[src/dnip_pkg.sv]
// Package for the deref name/index parser: shared constants and the
// result record passed from the parse core to the top level.
// No dependencies.
package dnip_pkg;

   localparam int NAME_MAX_LEN_DEF = 255;

   localparam int CH_W     = 8;
   localparam int INDEX_W  = 31;
   localparam int STATUS_W = 3;

   localparam logic [INDEX_W-1:0] INDEX_MAX = {INDEX_W{1'b1}};

   localparam logic [CH_W-1:0] CH_NUL    = 8'h00;
   localparam logic [CH_W-1:0] CH_STAR   = 8'h2A;
   localparam logic [CH_W-1:0] CH_LBRACK = 8'h5B;
   localparam logic [CH_W-1:0] CH_RBRACK = 8'h5D;
   localparam logic [CH_W-1:0] CH_ZERO   = 8'h30;
   localparam logic [CH_W-1:0] CH_NINE   = 8'h39;
   localparam logic [CH_W-1:0] CH_TAB    = 8'h09;
   localparam logic [CH_W-1:0] CH_CR     = 8'h0D;
   localparam logic [CH_W-1:0] CH_SPACE  = 8'h20;

   localparam logic [3:0] DEC_RADIX = 4'd10;

   localparam logic [STATUS_W-1:0] ST_OK       = 3'd0;
   localparam logic [STATUS_W-1:0] ST_BRACKET  = 3'd1;
   localparam logic [STATUS_W-1:0] ST_TRAILING = 3'd2;
   localparam logic [STATUS_W-1:0] ST_LONGNAME = 3'd3;
   localparam logic [STATUS_W-1:0] ST_OVERFLOW = 3'd4;

   localparam int RSP_DATA_W = 48;

   typedef struct packed {
      logic                has_result;
      logic                is_final;
      logic [CH_W-1:0]     name_char;
      logic                deref_flag;
      logic [INDEX_W-1:0]  index_value;
      logic [STATUS_W-1:0] status;
   } result_type;

endpackage

[src/deref_name_index_parser.sv]
// Top level of the deref name/index parser: input register, parse core
// and result register with the stream handshakes.
// Depends on dnip_pkg and dnip_core.
//
//   channel | direction | tdata fields (low bit up)                   | tlast
//   req     | in        | ch[7:0]                                     | -
//   rsp     | out       | name_char, deref_flag, index_value, status  | is_final
//
// One character per cycle unless a stalled result holds the input: a
// character is parsed while it sits in the input register and its result
// (if any) loads into the result register when the character advances.
// Unstalled rate is one character per clock, set by the single parse stage.
// Reset (synchronous) returns the parser to the leading whitespace phase and
// empties both registers. A stalled result holds only characters that would
// produce a result; characters that produce none still drain.
module deref_name_index_parser #(
   parameter int NAME_MAX_LEN = dnip_pkg::NAME_MAX_LEN_DEF
) (
   input  logic                              clock,
   input  logic                              reset,
   input  logic                              req_tvalid,
   output logic                              req_tready,
   input  logic [7:0]                        req_tdata,   // [7:0] ch
   output logic                              rsp_tvalid,
   input  logic                              rsp_tready,
   // [7:0] name_char, [8] deref_flag, [39:9] index_value, [42:40] status, zero fill
   output logic [dnip_pkg::RSP_DATA_W-1:0]   rsp_tdata,
   output logic                              rsp_tlast    // is_final
);

   localparam int USED_W = dnip_pkg::CH_W + 1 + dnip_pkg::INDEX_W + dnip_pkg::STATUS_W;

   logic                          in_valid_ff, in_valid_in;
   logic [dnip_pkg::CH_W-1:0]     in_ch_ff;
   logic                          out_valid_ff, out_valid_in;
   logic [dnip_pkg::RSP_DATA_W-1:0] out_data_ff;
   logic                          out_last_ff;
   logic                          advance;
   logic                          out_load;
   dnip_pkg::result_type          result;

   dnip_core #(
      .NAME_MAX_LEN(NAME_MAX_LEN)
   ) u_core (
      .clock  (clock),
      .reset  (reset),
      .step   (advance),
      .ch     (in_ch_ff),
      .result (result)
   );

   assign advance    = in_valid_ff &&
                       (!out_valid_ff || rsp_tready || !result.has_result);
   assign out_load   = advance && result.has_result;
   assign req_tready = !in_valid_ff || advance;

   always_comb begin
      in_valid_in  = req_tvalid ? 1'b1 : (in_valid_ff && !advance);
      out_valid_in = out_load ? 1'b1 : (out_valid_ff && !rsp_tready);
   end

   always_ff @(posedge clock) begin
      if (reset) begin
         in_valid_ff  <= 1'b0;
         out_valid_ff <= 1'b0;
      end else begin
         if (req_tready) in_valid_ff <= in_valid_in;
         out_valid_ff <= out_valid_in;
      end
   end

   // payload: capture on transfer, hold otherwise
   always_ff @(posedge clock) begin
      if (req_tvalid && req_tready) begin
         in_ch_ff <= req_tdata;
      end
      if (out_load) begin
         out_data_ff <= {{(dnip_pkg::RSP_DATA_W - USED_W){1'b0}},
                         result.status, result.index_value,
                         result.deref_flag, result.name_char};
         out_last_ff <= result.is_final;
      end
   end

   assign rsp_tvalid = out_valid_ff;
   assign rsp_tdata  = out_data_ff;
   assign rsp_tlast  = out_last_ff;

endmodule

[src/dnip_core.sv]
// Parse core: phase register, star flag, index accumulator, name length
// and first-error register, with the per-character next-state logic.
// Depends on dnip_pkg.
module dnip_core #(
   parameter int NAME_MAX_LEN = dnip_pkg::NAME_MAX_LEN_DEF
) (
   input  logic                       clock,
   input  logic                       reset,
   input  logic                       step,
   input  logic [dnip_pkg::CH_W-1:0]  ch,
   output dnip_pkg::result_type       result
);

   localparam int NL_W = $clog2(NAME_MAX_LEN + 1);
   localparam logic [NL_W-1:0] NL_LIMIT = NL_W'(NAME_MAX_LEN);

   localparam logic [3:0] PH_LEAD     = 4'd0;
   localparam logic [3:0] PH_PRENAME  = 4'd1;
   localparam logic [3:0] PH_NAME     = 4'd2;
   localparam logic [3:0] PH_POSTNAME = 4'd3;
   localparam logic [3:0] PH_IDXPRE   = 4'd4;
   localparam logic [3:0] PH_DIGITS   = 4'd5;
   localparam logic [3:0] PH_IDXPOST  = 4'd6;
   localparam logic [3:0] PH_DONE     = 4'd7;
   localparam logic [3:0] PH_SKIP     = 4'd8;

   localparam int PROD_W = dnip_pkg::INDEX_W + 4;

   logic [3:0]                      phase_ff, phase_in;
   logic                            star_ff, star_in;
   logic [dnip_pkg::INDEX_W-1:0]    index_ff, index_in;
   logic [NL_W-1:0]                 name_len_ff, name_len_in;
   logic [dnip_pkg::STATUS_W-1:0]   err_ff, err_in;

   logic                            is_ws;
   logic                            is_digit;
   logic                            do_name;
   logic [PROD_W-1:0]               prod;
   logic [dnip_pkg::INDEX_W-1:0]    digit_index;
   logic                            digit_ovf;

   assign is_ws    = ((ch >= dnip_pkg::CH_TAB) && (ch <= dnip_pkg::CH_CR)) ||
                     (ch == dnip_pkg::CH_SPACE);
   assign is_digit = (ch >= dnip_pkg::CH_ZERO) && (ch <= dnip_pkg::CH_NINE);

   // acc * 10 + digit as shifts and adds
   always_comb begin
      prod = (PROD_W'(index_ff) << 3) + (PROD_W'(index_ff) << 1) +
             PROD_W'(ch - dnip_pkg::CH_ZERO);
      digit_ovf   = (prod > PROD_W'(dnip_pkg::INDEX_MAX));
      digit_index = digit_ovf ? dnip_pkg::INDEX_MAX : prod[dnip_pkg::INDEX_W-1:0];
   end

   always_comb begin
      phase_in    = phase_ff;
      star_in     = star_ff;
      index_in    = index_ff;
      name_len_in = name_len_ff;
      err_in      = err_ff;
      do_name     = 1'b0;
      result      = '0;

      if (ch == dnip_pkg::CH_NUL) begin
         if ((phase_ff == PH_IDXPRE || phase_ff == PH_DIGITS ||
              phase_ff == PH_IDXPOST) && err_ff == dnip_pkg::ST_OK) begin
            err_in = dnip_pkg::ST_BRACKET;
         end
         result.has_result  = 1'b1;
         result.is_final    = 1'b1;
         result.deref_flag  = star_ff;
         result.index_value = index_ff;
         result.status      = err_in;
         // clear for the next string
         phase_in    = PH_LEAD;
         star_in     = 1'b0;
         index_in    = '0;
         name_len_in = '0;
         err_in      = dnip_pkg::ST_OK;
      end else begin
         case (phase_ff)
            PH_LEAD: begin
               if (ch == dnip_pkg::CH_STAR) begin
                  star_in  = 1'b1;
                  phase_in = PH_PRENAME;
               end else if (!is_ws) begin
                  do_name = 1'b1;
               end
            end
            PH_PRENAME: begin
               if (!is_ws) begin
                  do_name = 1'b1;
               end
            end
            PH_NAME: begin
               do_name = 1'b1;
            end
            PH_POSTNAME: begin
               if (ch == dnip_pkg::CH_LBRACK) begin
                  phase_in = PH_IDXPRE;
               end else if (!is_ws) begin
                  if (err_ff == dnip_pkg::ST_OK) err_in = dnip_pkg::ST_TRAILING;
                  phase_in = PH_SKIP;
               end
            end
            PH_IDXPRE, PH_DIGITS, PH_IDXPOST: begin
               if (is_ws) begin
                  if (phase_ff == PH_DIGITS) phase_in = PH_IDXPOST;
               end else if (is_digit && phase_ff != PH_IDXPOST) begin
                  index_in = digit_index;
                  if (digit_ovf && err_ff == dnip_pkg::ST_OK) begin
                     err_in = dnip_pkg::ST_OVERFLOW;
                  end
                  phase_in = PH_DIGITS;
               end else if (ch == dnip_pkg::CH_RBRACK) begin
                  phase_in = PH_DONE;
               end else begin
                  if (err_ff == dnip_pkg::ST_OK) err_in = dnip_pkg::ST_BRACKET;
                  phase_in = PH_SKIP;
               end
            end
            PH_DONE: begin
               if (!is_ws) begin
                  if (err_ff == dnip_pkg::ST_OK) err_in = dnip_pkg::ST_TRAILING;
                  phase_in = PH_SKIP;
               end
            end
            default: begin
               phase_in = PH_SKIP;
            end
         endcase

         if (do_name) begin
            if (is_ws) begin
               phase_in = PH_POSTNAME;
            end else if (ch == dnip_pkg::CH_LBRACK) begin
               phase_in = PH_IDXPRE;
            end else if (name_len_ff >= NL_LIMIT) begin
               // drop the character, keep parsing
               if (err_ff == dnip_pkg::ST_OK) err_in = dnip_pkg::ST_LONGNAME;
               phase_in = PH_NAME;
            end else begin
               name_len_in       = name_len_ff + 1'b1;
               phase_in          = PH_NAME;
               result.has_result = 1'b1;
               result.name_char  = ch;
            end
         end
      end
   end

   always_ff @(posedge clock) begin
      if (reset) begin
         phase_ff    <= PH_LEAD;
         star_ff     <= 1'b0;
         index_ff    <= '0;
         name_len_ff <= '0;
         err_ff      <= dnip_pkg::ST_OK;
      end else if (step) begin
         phase_ff    <= phase_in;
         star_ff     <= star_in;
         index_ff    <= index_in;
         name_len_ff <= name_len_in;
         err_ff      <= err_in;
      end
   end

endmodule
[config.mk]
export PLATFORM = sky130hd
export DESIGN_NAME = deref_name_index_parser
export DESIGN_NICKNAME = d
export VERILOG_FILES = /design/src/dnip_pkg.sv /design/src/deref_name_index_parser.sv /design/src/dnip_core.sv
export SDC_FILE = /design/constraint.sdc
export NUM_CORES = 1
export LEC_CHECK = 0
export BUFFER_PORTS_ARGS = -buffer_cell sky130_fd_sc_hd__buf_2
export CORE_MARGIN = 8
export CORE_UTILIZATION = 55
export CTS_CLUSTER_SIZE = 40
export DETAILED_ROUTE_END_ITERATION = 10
export GPL_ROUTABILITY_DRIVEN = 1
export PLACE_DENSITY = 0.84
export SYNTH_ARGS = -nofsm -noshare
export SYNTH_HDL_FRONTEND = slang
export SYNTH_SLANG_ARGS = --single-unit
export TNS_END_PERCENT = 1
[constraint.sdc]
create_clock -name clock -period 5.81 [get_ports clock]
set_input_delay 0.8715 -clock clock [delete_from_list [all_inputs] [get_ports clock]]
set_output_delay 0.8715 -clock clock [all_outputs]
set_load 0.005 [all_outputs]
# Word level (Yosys, flattened, before mapping)
# Cells that the tools add are included.
[classes]
add_sub_neg = 4
mul = 0
n_div = 0
order_cmp = 6
eq_ne = 18
shift = 0
n_mux = 53
n_bitwise = 2
reduce_logical = 37
[ops]
columns = ["operator", "n"]
rows = [
  ["31-bit 2-to-1 mux", 5],
  ["3-bit 2-to-1 mux", 15],
  ["4-bit 2-to-1 mux", 10],
  ["8-bit 2-to-1 mux", 5],
  ["34-bit by 32-bit adder with 35-bit output", 1],
  ["35-bit adder", 1],
  ["35-bit by 31-bit > comparator with 1-bit output, second input constant", 1],
  ["4-bit one-hot mux with 5 select lines", 1],
  ["4-bit by 3-bit == test with 1-bit output, second input constant", 4],
  ["8-bit by 6-bit == test with 1-bit output, second input constant", 2],
  ["8-bit by 7-bit == test with 1-bit output, second input constant", 2],
  ["1-bit 2-to-1 mux", 15],
  ["1-bit logical AND", 10],
  ["2-bit nonzero test", 5],
  ["3-bit one-hot mux with 3 select lines", 1],
  ["8-bit by 6-bit subtractor with 9-bit output, second input constant", 1],
  ["8-bit by 1-bit adder with 8-bit output, second input constant", 1],
  ["4-bit by 2-bit == test with 1-bit output, second input constant", 2],
  ["8-bit by 4-bit >= comparator with 1-bit output, second input constant", 1],
  ["8-bit by 6-bit >= comparator with 1-bit output, second input constant", 1],
  ["8-bit >= comparator, second input constant", 1],
  ["8-bit by 4-bit less-or-equal comparator with 1-bit output, second input constant", 1],
  ["8-bit by 6-bit less-or-equal comparator with 1-bit output, second input constant", 1],
  ["8-bit logical NOT", 1],
  ["19 further kinds", 32],
]
[totals]
ff_bits = 101
latch_bits = 0
ramBits = 0
mem_bits_ro = 0
in_bits = 12
output_inout_bits = 51
elab_cells = 132
mem_count = 0

# Logic depth before layout (Yosys ltp)
[logic_depth]
depth_word = 15
mapped_depth = 17
ltp_nobuf = 15

# Hierarchy
# Synthesis repeated with hierarchy kept, for this count alone.
[unflattened]
hier_cells = 732
area_unflattened_um2 = 6879.1
[by_module_without_submodules]
columns = ["mod", "instances", "cells_per_inst", "area_per_inst_um2", "seq_area_each_um2"]
rows = [
  ["dnip_core", 1, 662, 5172.5, 940.9],
  ["deref_name_index_parser", 1, 70, 1706.6, 1601.5],
]

# Worst setup path after synthesis
# No wires, ideal clock.
[synth_timing]
path_kind = "reg2reg"
startpoint = "register in_ch_ff[4] in the netlist's numbering"
endpoint = "register u_core.index_ff[1] in the netlist's numbering"
setup_time_ps = 122
t_arrival_ps = 6310
required_ps = 5688
path_slack_ps = -622
path_stages_with_launch = 16
path_buffers = 3
period_less_slack_ps = 6432
path_cell_list = "edfxtp_1 > ha_1 > nor3_1 > fa_1 > ha_1 > buf_2 > nand4_1 > a211o_1 > a2111oi_4 > nor4_1 > o31a_1 > nor4_4 > a21oi_2 > buf_6 > buf_6 > a221o_1"
[synth_via]
elab_chain_len = 13
word_cells_on_any_way = 35
classes_between = "add/sub: 2; order compare: 5; eq/ne: 4; mux: 13; reduce/logical: 11"
[synth_lines]
columns = ["item", "line_no", "source"]
rows = [
  ["start, declared", "deref_name_index_parser.sv:34", "logic [dnip_pkg::CH_W-1:0] in_ch_ff;"],
  ["start signal, assigned", "deref_name_index_parser.sv:75", "in_ch_ff <= req_tdata;"],
  ["parallel branches: the longest is 13 deep, another holds 35-bit adder", "n/a", ""],
  ["end signal, assigned", "dnip_core.sv:161", "index_ff <= index_in;"],
  ["end, declared", "dnip_core.sv:31", "logic [dnip_pkg::INDEX_W-1:0] index_ff, index_in;"],
]
# Parallel ways; which one is timed is not known. The select of a mux whose other input is x is not followed.
# A chain may end at the register's enable or synchronous reset.

# Worst setup path after layout
[layout_timing]
startpoint = "register in_ch_ff[4] in the netlist's numbering"
endpoint = "register u_core.index_ff[28] in the netlist's numbering"
# The elaborated chain is that of the path after synthesis.

==> metrics <==
synth top area cells=edfxtp_1 (23%), dfxtp_1 (15%), fa_1 (9.0%), ha_1 (7.7%), a221o_1 (4.5%); H-tree depth=3; core area=11960 um^2; IO Pins=63; TritonCTS Buffers=9; n_diodes=0; Post-Synthesis Cells=671; arrival time at the worst endpoint=5360 ps; P_int=1.190 mW; power density over the cells=210.1 nW/um^2; wire per inst=18.07 um; sequential share of power=50.5%; Final Skew=5.100 ps; Max-Cap Viols=0; first-pass GRT wire length=26000 um; initial antenna violation count=0; final slew viol count=0; cts hold-fix bufs=0; worst-skew pair later-pin latency=350 ps; Fin. Hold Viols=0; synthesis-stage register bit count=101; WS Path Type=reg -> reg; port bufs=57; Gate power share=9.0%; Clock Sinks=101; CP Max Fanout=29; final worst-path cycle share=87.36%; P_sw=0.3583 mW; number of synthesized flops with an enable pin=52; hold crit path type=reg -> reg; top-count cell post-synth=edfxtp_1; # DRC=0; Seq/Total Area, Yosys=38.04%; final net count=794; first drt pass iteration count=6; Tightest Pin Transition=1304 ps; CTS tree=built; Fillers=944; Die ar.=15940 um^2; Ys Warns=0; Vias/cell=6.160; Final ANT Viol Nets=0; minimum clock period=5076 ps; Final setup viols=0; asr flop ratio synth=0%; library cells used by synthesis=70; Fmax=197.0 MHz; Final HPWL DP=11920 um; Synth area leader=edfxtp_1; vias in the first global route=5219; layout cells sized above 1=12.57%; Clk pin slew, worst setup/hold paths=70 ps; postcts setup bufs=0; Hold Slack=496.9 ps; largest net degree at the start of global routing=45; Total GRT Usage=20.07%; CTS resizes=0; initial core utilization=55.88%; Longest Clk Path Bufs=2; average cell area after synthesis=9.961 um^2; status=finished, final reports clean; CP required=6090 ps; Reg area=2542 um^2; Sw Share=23.14%; GP Congestion=0.9194; area growth from synthesis to layout=10.24%; Die X=126.2 um; clock share of power=40.5%; Final Cell Area=7368 um^2; area of the multi-input gates=3867 um^2; Final Instance Count excl. Fillers=863; via count=5316; Die Height=126.2 um; Root Buffer=clkbuf_16; list of most frequent post-synthesis cells=edfxtp_1 (52), dfxtp_1 (49), nand2_1 (49); Rel. slew slack=13.10%; grt ovf=0; DP Cell Count=847; Fin Setup TNS=0 ps; Total Routed Length=15600 um; prevailing post-synth register cell=edfxtp_1; P_leak=3.178 nW; row count=40; initial drt markers=602; placed cell areas=7048 um^2; cell area after synthesis=6684 um^2; critical path endpoint category=register; worst vdd ir=0.1536 mV; CP Launch Type=register; Yosys top cell area share=23.36%; unrepaired setup endpoints after global routing=false
power by group through the flow:
stage          sequential (mW)  combinational, mW  clock (mW)
2_1_floorplan            0.793             0.0965           0
3_3_place_gp             0.797              0.134           0
3_5_place_dp             0.797              0.138           0
4_1_cts                  0.782              0.139       0.635
5_1_grt                  0.784              0.154       0.663
6_report                 0.782              0.139       0.627
metal layers:
layer / track usage, % / vias up / wire length [um]
li1: - / 2509 / -
met1: 25.33 / 2546 / 6632
met2: 33.26 / 233 / 7451
met3: 3.924 / 28 / 1166
met4: 7.785 / 0 / 347
met5: 0 / - / 0
cell families after synthesis:
kind of cell	count (synthesis)	share of synthesized area (%)
simple gates	212	16.46
compound gates	173	18.89
flops	101	38.04
buf+inv	73	4.624
fa+ha+maj	71	16.66
xor+xnor	38	4.979
mux	2	0.2995
other cells	1	0.05610
registers in the layout (all words and copies together) (netlist names), 3 cells and up:
signal and flops:
u_core.index_ff 31, u_core.name_len_ff 8, u_core.err_ff 3, rsp_tdata 43, u_core.phase_ff 4, in_ch_ff 8
cell usage in the layout (no fill, tap or decap), drive strengths merged, types with 3 or more instances in the layout:
master   n
nand3   17
edfxtp  52
and4     3
xnor2   19
clkbuf  11
and2    37
nand3b   3
dfxtp   49
nor3    12
nor2    47
a31oi    8
nor2b    5
or3      6
nor3b    5
inv     36
a211oi   3
o21a     5
clkinv   4
buf     61
a21o    17
fa      30
o21bai   4
o21ai   24
nand2b   3
ha      41
and3     5
a211o    3
nand4    9
o211ai   8
a221o   30
a21oi   46
nand2   49
conb     5
nor4     7
xor2    19
final timing paths:
check,cells past startpoint,slack [ps],endpoint,from
hold reg to reg,2,500,u_core.err_ff[0]$_SDFFE_PP0P_,u_core.err_ff[0]$_SDFFE_PP0P_
setup / recovery,14,730,u_core.index_ff[28]$_SDFFE_PP0P_,in_ch_ff[4]$_DFFE_PP_
hold / removal,2,500,u_core.err_ff[0]$_SDFFE_PP0P_,u_core.err_ff[0]$_SDFFE_PP0P_
setup reg to reg,14,730,u_core.index_ff[28]$_SDFFE_PP0P_,in_ch_ff[4]$_DFFE_PP_
through the flow:
step	utilization [%]	setup slack (ps)	power, mW
after floorplan	-	472.8	0.8896
after global placement	58.92	883.7	0.9304
after detailed placement	58.92	824.7	0.9354
after CTS	61.60	797.5	1.556
after global routing	61.60	405.4	1.601
final	61.60	734.3	1.548
cell type report:
type | count | share of cell area (%)
Clock buffer | 11 | 3.583
Timing Repair Buffer | 61 | 4.279
Multi-Input combinational cell | 501 | 52.49
Clock inverter | 5 | 0.7641
Inverter | 37 | 1.885
Sequential cell | 101 | 34.51
Tap cell | 147 | 2.496
critical path, stage by stage, from the launching register on:
cell and delay [ps]:
edfxtp_1 500, ha_1 330, nor3_4 190, buf_4 380, fa_1 490, ha_1 400
a21oi_1 170, nor2_1 60, a211oi_1 440, nand2_1 140, nor4_1 380, o31a_1 250
nor4_4 60, a21oi_2 960, a221o_1 240
Note: power is estimated with default switching activity, not from simulation.
